===== src/design/mpq_pkg.sv =====
`default_nettype none

package mpq_pkg;

    localparam int CAPACITY_DEF = 16;
    localparam int PRIO_W       = 6;
    localparam int DATA_W       = 32;
    localparam int COUNT_W      = 5;
    localparam int STATUS_W     = 2;
    localparam logic [PRIO_W-1:0] PRIO_MAX = 6'd49;

    typedef enum logic [STATUS_W-1:0] {
        ST_OK    = 2'd0,
        ST_FULL  = 2'd1,
        ST_EMPTY = 2'd2
    } t_status;

    typedef enum logic {
        CMD_ENQUEUE = 1'b0,
        CMD_DEQUEUE = 1'b1
    } t_command;

    typedef enum logic [1:0] {
        OP_HOLD   = 2'd0,
        OP_INSERT = 2'd1,
        OP_POP    = 2'd2
    } t_cell_op;

    typedef struct packed {
        logic              valid;
        logic [DATA_W-1:0] data;
        logic [PRIO_W-1:0] prio;
    } t_entry;

    typedef struct packed {
        t_cell_op          op;
        logic [DATA_W-1:0] data;
        logic [PRIO_W-1:0] prio;
    } t_cell_ctl;

endpackage

`default_nettype wire


===== src/design/mpq_cell.sv =====
`default_nettype none

module mpq_cell (
    input  wire                  i_clk,
    input  wire                  i_rst_n,
    input  wire mpq_pkg::t_cell_ctl i_ctl,
    input  wire mpq_pkg::t_entry    i_left_ent,
    input  wire                  i_left_goes,
    input  wire mpq_pkg::t_entry    i_right_ent,
    output mpq_pkg::t_entry      o_ent,
    output logic                 o_goes
);

    logic                       r_valid;
    logic [mpq_pkg::DATA_W-1:0] r_data;
    logic [mpq_pkg::PRIO_W-1:0] r_prio;
    mpq_pkg::t_entry            n_ent;
    mpq_pkg::t_entry            w_new;

    assign o_ent.valid = r_valid;
    assign o_ent.data  = r_data;
    assign o_ent.prio  = r_prio;

    // this slot moves right on insert: empty, or not above the new priority
    // (newer entry wins ties, so it sits ahead of equals)
    assign o_goes = !r_valid || (r_prio <= i_ctl.prio);

    assign w_new.valid = 1'b1;
    assign w_new.data  = i_ctl.data;
    assign w_new.prio  = i_ctl.prio;

    always_comb begin
        n_ent = o_ent;
        case (i_ctl.op)
            mpq_pkg::OP_INSERT: begin
                if (o_goes) begin
                    n_ent = i_left_goes ? i_left_ent : w_new;
                end
            end
            mpq_pkg::OP_POP: begin
                n_ent = i_right_ent;
            end
            default: begin
                n_ent = o_ent;
            end
        endcase
    end

    always_ff @(posedge i_clk) begin
        if (!i_rst_n) begin
            r_valid <= 1'b0;
        end else begin
            r_valid <= n_ent.valid;
        end
    end

    always_ff @(posedge i_clk) begin
        r_data <= n_ent.data;
        r_prio <= n_ent.prio;
    end

endmodule

`default_nettype wire


===== src/design/max_priority_queue_core.sv =====
`default_nettype none

// Bounded max-priority queue built as a sorted shift chain of CAPACITY cells,
// highest priority at the head, newest first among equal priorities. For every
// item (enqueue or dequeue) all cells compare against the incoming priority
// and shift in parallel, so a new item is taken in every cycle while the
// output register is free or being drained. Each item yields one registered
// result in the next cycle with status, the removed entry on dequeue and
// the count after the item. Priorities above 49 are stored as 49; an enqueue
// into a full queue is dropped with full status, a dequeue of an empty queue
// returns empty status.
module max_priority_queue_core #(
    parameter int CAPACITY = mpq_pkg::CAPACITY_DEF
) (
    input  wire                            i_clk,
    input  wire                            i_rst_n,
    input  wire                            i_in_valid,
    output logic                           o_in_stall,
    input  wire                            i_command,
    input  wire signed [mpq_pkg::DATA_W-1:0] i_data,
    input  wire  [mpq_pkg::PRIO_W-1:0]     i_priority_req,
    output logic                           o_out_valid,
    input  wire                            i_out_stall,
    output logic [mpq_pkg::STATUS_W-1:0]   o_status,
    output logic signed [mpq_pkg::DATA_W-1:0] o_removed_data,
    output logic [mpq_pkg::PRIO_W-1:0]     o_removed_priority,
    output logic [mpq_pkg::COUNT_W-1:0]    o_count
);

    localparam int CNT_W = $clog2(CAPACITY + 1);

    logic                          w_accept;
    logic                          w_full;
    logic                          w_empty;
    logic [mpq_pkg::PRIO_W-1:0]    w_prio_sat;
    mpq_pkg::t_cell_ctl            w_ctl;
    mpq_pkg::t_entry               w_ent [CAPACITY+1];
    logic                          w_goes [CAPACITY+1];
    mpq_pkg::t_entry               w_left [CAPACITY];
    logic [CAPACITY-1:0]           w_valid_vec;

    logic [CNT_W-1:0]              r_count;
    logic [CNT_W-1:0]              n_count;
    logic                          r_out_valid;
    logic [mpq_pkg::STATUS_W-1:0]  r_status;
    logic [mpq_pkg::STATUS_W-1:0]  n_status;
    logic [mpq_pkg::DATA_W-1:0]    r_rdata;
    logic [mpq_pkg::DATA_W-1:0]    n_rdata;
    logic [mpq_pkg::PRIO_W-1:0]    r_rprio;
    logic [mpq_pkg::PRIO_W-1:0]    n_rprio;
    logic [mpq_pkg::COUNT_W-1:0]   r_count_out;

    assign o_in_stall = r_out_valid && i_out_stall;
    assign w_accept   = i_in_valid && !o_in_stall;
    assign w_full     = (r_count == CNT_W'(CAPACITY));
    assign w_empty    = (r_count == '0);
    assign w_prio_sat = (i_priority_req > mpq_pkg::PRIO_MAX) ? mpq_pkg::PRIO_MAX
                                                             : i_priority_req;

    always_comb begin
        w_ctl.op   = mpq_pkg::OP_HOLD;
        w_ctl.data = i_data;
        w_ctl.prio = w_prio_sat;
        n_count    = r_count;
        n_status   = mpq_pkg::ST_OK;
        n_rdata    = '0;
        n_rprio    = '0;
        if (i_command == mpq_pkg::CMD_ENQUEUE) begin
            if (w_full) begin
                n_status = mpq_pkg::ST_FULL;
            end else begin
                w_ctl.op = w_accept ? mpq_pkg::OP_INSERT : mpq_pkg::OP_HOLD;
                n_count  = r_count + CNT_W'(1);
            end
        end else begin
            if (w_empty) begin
                n_status = mpq_pkg::ST_EMPTY;
            end else begin
                w_ctl.op = w_accept ? mpq_pkg::OP_POP : mpq_pkg::OP_HOLD;
                n_count  = r_count - CNT_W'(1);
                n_rdata  = w_ent[0].data;
                n_rprio  = w_ent[0].prio;
            end
        end
    end

    assign w_goes[0]           = 1'b0;
    assign w_ent[CAPACITY]     = '0;

    for (genvar g = 0; g < CAPACITY; g++) begin : g_cell
        if (g == 0) begin : g_head
            assign w_left[g] = '0;
        end else begin : g_body
            assign w_left[g] = w_ent[g-1];
        end
        assign w_valid_vec[g] = w_ent[g].valid;

        mpq_cell u_cell (
            .i_clk       (i_clk),
            .i_rst_n     (i_rst_n),
            .i_ctl       (w_ctl),
            .i_left_ent  (w_left[g]),
            .i_left_goes (w_goes[g]),
            .i_right_ent (w_ent[g+1]),
            .o_ent       (w_ent[g]),
            .o_goes      (w_goes[g+1])
        );
    end

    always_ff @(posedge i_clk) begin
        if (!i_rst_n) begin
            r_count     <= '0;
            r_out_valid <= 1'b0;
        end else begin
            if (w_accept) begin
                r_count     <= n_count;
                r_out_valid <= 1'b1;
            end else if (!i_out_stall) begin
                r_out_valid <= 1'b0;
            end
        end
    end

    always_ff @(posedge i_clk) begin
        if (w_accept) begin
            r_status    <= n_status;
            r_rdata     <= n_rdata;
            r_rprio     <= n_rprio;
            r_count_out <= mpq_pkg::COUNT_W'(n_count);
        end
    end

    assign o_out_valid        = r_out_valid;
    assign o_status           = r_status;
    assign o_removed_data     = r_rdata;
    assign o_removed_priority = r_rprio;
    assign o_count            = r_count_out;

    a_count_bound: assert property (@(posedge i_clk) disable iff (!i_rst_n)
        r_count <= CNT_W'(CAPACITY))
        else $error("count above capacity");

    a_valid_matches_count: assert property (@(posedge i_clk) disable iff (!i_rst_n)
        $countones(w_valid_vec) == int'(r_count))
        else $error("cell valid bits disagree with count");

    a_head_valid: assert property (@(posedge i_clk) disable iff (!i_rst_n)
        w_accept && (i_command == mpq_pkg::CMD_DEQUEUE) && !w_empty
        |=> o_out_valid && (o_status == mpq_pkg::ST_OK))
        else $error("dequeue of non-empty queue did not report ok");

endmodule

`default_nettype wire

===== config.mk =====
export PLATFORM = sky130hd
export DESIGN_NAME = max_priority_queue_core
export DESIGN_NICKNAME = d
export VERILOG_FILES = /design/src/design/mpq_pkg.sv /design/src/design/mpq_cell.sv /design/src/design/max_priority_queue_core.sv
export SDC_FILE = /design/constraint.sdc
export NUM_CORES = 1
export LEC_CHECK = 0
export ABC_AREA = 1
export BUFFER_PORTS_ARGS = -buffer_cell sky130_fd_sc_hd__buf_2
export CORE_MARGIN = 4
export CORE_UTILIZATION = 50
export DETAILED_ROUTE_END_ITERATION = 7
export GPL_TIMING_DRIVEN = 0
export HOLD_SLACK_MARGIN = 0.06
export MAX_ROUTING_LAYER = met4
export PLACE_DENSITY = 0.67
export SLEW_MARGIN = 20
export SYNTH_ARGS = -nofsm -noshare
export SYNTH_HDL_FRONTEND = slang
export SYNTH_SLANG_ARGS = --single-unit

===== constraint.sdc =====
create_clock -name i_clk -period 4.5 [get_ports i_clk]
set_input_delay 0.675 -clock i_clk [delete_from_list [all_inputs] [get_ports i_clk]]
set_output_delay 0.675 -clock i_clk [all_outputs]
set_load 0.01 [all_outputs]

==> Yosys cells after proc, flatten, opt, wreduce, memory -nomap -nowiden <==
Index checks and enable logic that the tools add are counted.
{ "totals": {"ff_bits": 675, "in_bits": 43, "out_inout_bits": 47, "word_cells": 209} }
{ "classes": {"n_addsub": 2, "order_cmp": 17, "n_eq_ne": 20, "mux": 61, "bitwise_logic": 1, "reduce_logical": 54} }
{ "op_table": {"columns": ["op", "count"], "rows": [
  ["$pmux W39 S2", 16],
  ["$mux W39", 31],
  ["$le A6 B6 Y1", 16],
  ["$ne A2 B1 Y1 const B", 17],
  ["$reduce_and A2 Y1", 16],
  ["$logic_not A1 Y1", 17],
  ["$logic_or A1 B1 Y1", 16],
  ["$mux W5", 3],
  ["$mux W2", 5],
  ["$gt A6 B6 Y1 const B", 1],
  ["$mux W6", 1],
  ["$add A5 B1 Y5 const B", 1],
  ["$eq A5 B5 Y1 const B", 1],
  ["$logic_not A5 Y1", 1],
  ["$mux W1", 5],
  ["$sub A5 B1 Y5 const B", 1],
  ["$eq A2 B1 Y1 const B", 1],
  ["$eq A2 B2 Y1 const B", 1],
  ["$logic_and A1 B1 Y1", 2],
  ["$reduce_bool A2 Y1", 1],
  ["$reduce_or A2 Y1", 1],
  ["$not A1 Y1", 1]
]} }

==> Depth between registers and ports, before layout <==
{ "depth": {"word_depth": 9, "ltp_mapped": 19, "ltp_nobuf": 14} }

==> By module <==
Synthesis repeated with hierarchy kept, for this count alone.
{ "hier_totals": {"hier_cells": 4273, "hier_area_um2": 37250.7} }
{ "by_module_without_submodules": {"columns": ["module", "n_inst", "cells_per_inst", "area_per_inst_um2", "seq_area_each_um2"], "rows": [
  ["mpq_cell (g_cell[14].u_cell ...)", 11, 253, 2190.9, 1161.1],
  ["mpq_cell (g_cell[0].u_cell ...)", 5, 253, 2183.3, 1161.1],
  ["max_priority_queue_core", 1, 225, 2234.6, 1471.4]
]} }

==> Least setup slack after synthesis <==
No wires, ideal clock.
{ "synth_timing": {"path_kind": "in2reg", "start": "input port i_out_stall", "end": "register g_cell[15].u_cell.r_data[0] (netlist bit) (enable)", "setup_ns": 0.396, "t_arrival_ns": 3.892, "required_ns": 4.104, "slack_ns": 0.213, "path_stages": 8, "n_path_buf": 1, "cell_sequence": "nand2_1 inv_2 nor2_2 inv_2 nor2_2 buf_2 nand2_1 nand2_1"} }
{ "synth_between": {"elab_chain_len": 9, "elab_cells_between_ends": 13, "cone_classes": "eq/ne (3); mux (5); reduce/logical (5)"} }
{ "synth_lines": {"columns": ["element", "line_no", "rtl"], "rows": [
  ["start, declared", "max_priority_queue_core.sv:23", "input wire i_out_stall,"],
  ["$logic_and A1 B1 Y1 (*)", "max_priority_queue_core.sv:53", "assign o_in_stall = r_out_valid && i_out_stall;"],
  ["named net o_in_stall", "max_priority_queue_core.sv:18", "output logic o_in_stall,"],
  ["$logic_not A1 Y1 (*)", "max_priority_queue_core.sv:54", "assign w_accept = i_in_valid && !o_in_stall;"],
  ["$logic_and A1 B1 Y1 (*)", "max_priority_queue_core.sv:54", null],
  ["named net w_accept", "max_priority_queue_core.sv:32", "logic w_accept;"],
  ["$mux W1 or $mux W2 (tied branches)", "max_priority_queue_core.sv:72, max_priority_queue_core.sv:79", null],
  ["$mux W1 or $mux W2 (tied branches)", "max_priority_queue_core.sv:69, max_priority_queue_core.sv:76", null],
  ["$mux W2 (*)", "max_priority_queue_core.sv:68", "if (i_command == mpq_pkg::CMD_ENQUEUE) begin"],
  ["$eq A2 B1 Y1 or $eq A2 B2 Y1 (tied branches)", "mpq_cell.sv:34", "case (i_ctl.op)"],
  ["$ne A2 B1 Y1 (no source line) or $reduce_bool A2 Y1 (tied branches)", null, null],
  ["$reduce_and A2 Y1 (no source line) (*)", null, null],
  ["end signal, assigned", "mpq_cell.sv:58", "r_data <= n_ent.data;"],
  ["end, declared", "mpq_cell.sv:15", "logic [mpq_pkg::DATA_W-1:0] r_data;"]
]} }
The timed path passes the listed nets; every way through them passes the cells marked *.
A chain may end at the register's enable or synchronous reset.

==> Final worst setup path <==
{ "layout_timing": {"start": "input port i_priority_req[4] (netlist bit)", "end": "register g_cell[0].u_cell.r_data[18] (netlist bit) (enable)"} }
{ "layout_between": {"elab_chain_len": 6} }
{ "layout_lines": {"columns": ["element", "line_no", "rtl"], "rows": [
  ["start, declared", "max_priority_queue_core.sv:21", "input wire [mpq_pkg::PRIO_W-1:0] i_priority_req,"],
  ["$gt A6 B6 Y1", "max_priority_queue_core.sv:57", "assign w_prio_sat = (i_priority_req > mpq_pkg::PRIO_MAX) ? mpq_pkg::PRIO_MAX"],
  ["$mux W6 (*)", "max_priority_queue_core.sv:57", null],
  ["$le A6 B6 Y1 (*)", "mpq_cell.sv:26", "assign o_goes = !r_valid || (r_prio <= i_ctl.prio);"],
  ["$logic_or A1 B1 Y1 (*)", "mpq_cell.sv:26", null],
  ["$ne A2 B1 Y1 (no source line) (*)", null, null],
  ["$reduce_and A2 Y1 (no source line) (*)", null, null],
  ["end signal, assigned", "mpq_cell.sv:58", null],
  ["end, declared", "mpq_cell.sv:15", null]
]} }
Every way passes the cells marked *; elsewhere a longest branch is shown, timed or not.

==> flow_metrics.tcl <==
set metrics [dict create \
    synth-seq-cells 675 \
    synth.area.mux_share 0 \
    grt.total_usage 0.270 \
    core_um2 73200 \
    cap_violations 0 \
    worstMarginPinSlew_ps 1130 \
    synth-xor-area-share 0.00118 \
    first_pass_iters 6 \
    cp-end-kind "flip-flop" \
    yosysMostFrequentCell "nand2_1" \
    drt-total-wl_um 103000 \
    cp_data_arrival_time_ps 4480 \
    ys_async_sr_fraction 0 \
    ys_seq_area_frac 0.541 \
    vias 29100 \
    drive_above_1_share 0.0985 \
    worstSkewPairLatency_ps 630 \
    synth.area.top_cells "edfxtp_1 53%, nand2_1 22%, o21ai_1 4.0%, o21ai_0 3.6%, ha_1 2.8%" \
    cts_tree "done" \
    routabilityCongestion 0.894 \
    cts_sinks 675 \
    viasPerCell 5.11 \
    synthesis.nets 4621 \
    finalHoldViolCount 0 \
    netlist.area_leader.share 0.529 \
    port_buffers 86 \
    min_period_ps 4170 \
    start_kind "primary input" \
    numCtsBuffers 74 \
    max_freq_mhz 240 \
    slew_headroom 0.245 \
    ys_types 38 \
    drt_iter0_drc 2800 \
    dpl-instance-area_um2 39100 \
    final_util 0.566 \
    grt_overflow 0 \
    grt_max_degree 39 \
    finClkSkew_ps 26.5 \
    netlist_top_cells_count "2174 x nand2_1, 653 x edfxtp_1, 298 x o21ai_1" \
    ctsHtreeMaxLevel 3 \
    synth_compound_area_frac 0.0940 \
    cts_buffer_depth 3 \
    avgSynthCellArea_um2 8.24 \
    syn-instance-count 4495 \
    synthFlopType "edfxtp_1" \
    rsz0062_at_grt "no" \
    ant_nets 0 \
    die_w_um 280 \
    grt_pass1_wl_um 159000 \
    report.final.slew_viol_count 0 \
    yosys.area_share.simple 0.271 \
    synth_area_um2 37100 \
    crit_fanout 32 \
    static-leakage-power_uw 0.0186 \
    synth_top_family_by_area "simple AND/OR/NAND/NOR gates" \
    synthAdderAreaFrac 0.0280 \
    drc 0 \
    critPathKind "in -> reg" \
    fin_area_um2 41400 \
    cp.required_ps 4810 \
    clk_pin_slew_worst_paths_ps 60 \
    peakVddDrop_v 0.000247 \
    synth_edf_count 653 \
    io_pins 90 \
    antenna_found_initial 7 \
    outcome "finished, final reports clean" \
    dpl.hpwl_um 82900 \
    dieArea_um2 78500 \
    synth.largest_area_cell "edfxtp_1" \
    area_growth_pct 11.8 \
    worstHoldPathType "in -> reg" \
    num_rows 99 \
    cts_hold_buf 0 \
    grt_pass1_vias 28000 \
    pwr_density_cell_nw_per_um2 441 \
    fin_crit_sh 0.926 \
    nNetsFinal 4800 \
    die_h_um 280 \
    cts-root-buf "clkbuf_16" \
    yosys_warnings 0 \
    finalSetupViolCount 0 \
    detail_route.wl_per_cell_um 18.2 \
    start_util 0.506 \
]
-- path summary, 6_finish.rpt --
| path | start | endpoint | slack [ps] | cells after the start |
|---|---|---|---|---|
| hold / removal | i_out_stall | o_out_valid | 360 | 3 |
| setup / recovery | i_priority_req[4] | g_cell[0].u_cell.r_data[18] | 330 | 18 |
| hold reg to reg | r_count[4] | r_count[4] | 480 | 2 |
| setup reg to reg | o_out_valid | g_cell[15].u_cell.r_data[15] | 1260 | 9 |
-- state kept, by name, indices dropped and copies added, names as in the netlist --
register and count:
o_out_valid 1, g_cell.u_cell.r_data 512, r_count 5, o_count 5, o_removed_priority 6, g_cell.u_cell.r_prio 96
g_cell.u_cell.r_valid 16, o_status 2, o_removed_data 32
-- layout by cell type (no fill, tap or decap), types with 13 or more instances in the layout --
| cell | netlist | final |
|---|---|---|
| inv_1 | 167 | 166 |
| buf_2 | 104 | 189 |
| clkbuf_1 | 122 | 144 |
| buf_1 | 20 | 20 |
| nand2_2 | 42 | 57 |
| o21ai_1 | 298 | 298 |
| edfxtp_1 | 653 | 653 |
| dfxtp_1 | 22 | 22 |
| buf_4 | 14 | 14 |
| ha_1 | 83 | 83 |
| a31oi_1 | 38 | 38 |
| o21ai_0 | 265 | 265 |
| nand3_1 | 102 | 102 |
| nor2_1 | 229 | 229 |
| a21oi_1 | 41 | 41 |
| buf_12 | 0 | 16 |
| clkbuf_16 | 0 | 75 |
| buf_6 | 45 | 45 |
| nor3_1 | 14 | 14 |
| clkinv_1 | 0 | 13 |
| nand2_1 | 2174 | 2159 |
-- cell type report --
type	count	area, um^2
diodes	7	17.5
plain buffers	311	1760
clock buffers	99	1970
clock inverters	36	363
fillers	6913	31800
inverters	174	658
multi-input cells	3335	14600
flip-flops and latches	675	20000
well taps	959	1200
repair buffers	103	778
-- layer usage --
layer  track usage  part of all wire  vias to the layer above
li1              -                 -                    15100
met3        0.0398             0.068                      160
met5             -                 0                        -
met4        0.0902             0.030                        0
met2         0.427              0.45                      962
met1         0.360              0.45                    12900
-- worst max-delay path: stages --
cell	delay, ps
buf_6	160
buf_6	220
nand2_1	90
a21oi_1	240
nor2_1	230
inv_1	240
buf_2	600
ha_1	370
a21oi_1	140
nor2_1	60
nor3_2	110
nand2_1	110
nand2_1	180
buf_2	250
buf_4	230
nand2_1	80
nand2_2	200
buf_12	230
-- what timing repair did --
action	in CTS	in global routing
setup endpoints to repair	0	40
setup buffers	0	0
endpoints found under the hold margin	0	0
gates resized for setup	0	3
-- kinds of logic after synthesis --
kind of cell | after synthesis
buf+inv | 485
fa+ha+maj | 83
compound gates | 669
flops | 675
simple gates | 2578
xor+xnor | 5
-- power by group --
part	total [uW]	switching [uW]	internal (uW)
combinational	3790	2540	1250
sequential	8550	430	8120
clock	5940	2510	3430
total	18300	5480	12800
-- stage by stage --
step	worst slack [ps]	hold slack [ps]	cells	power, uW	TNS [ps]
after detailed placement	-507	471	5557	12400	-46060
after CTS	128	338	5692	18300	0
after floorplan	213	458	4495	11200	0
after global routing	4.64	380	5699	19300	0
after global placement	-1500	469	5540	12200	-818900
final	332	360	5699	18300	0
No activity file was read; power rests on OpenSTA's default activity.
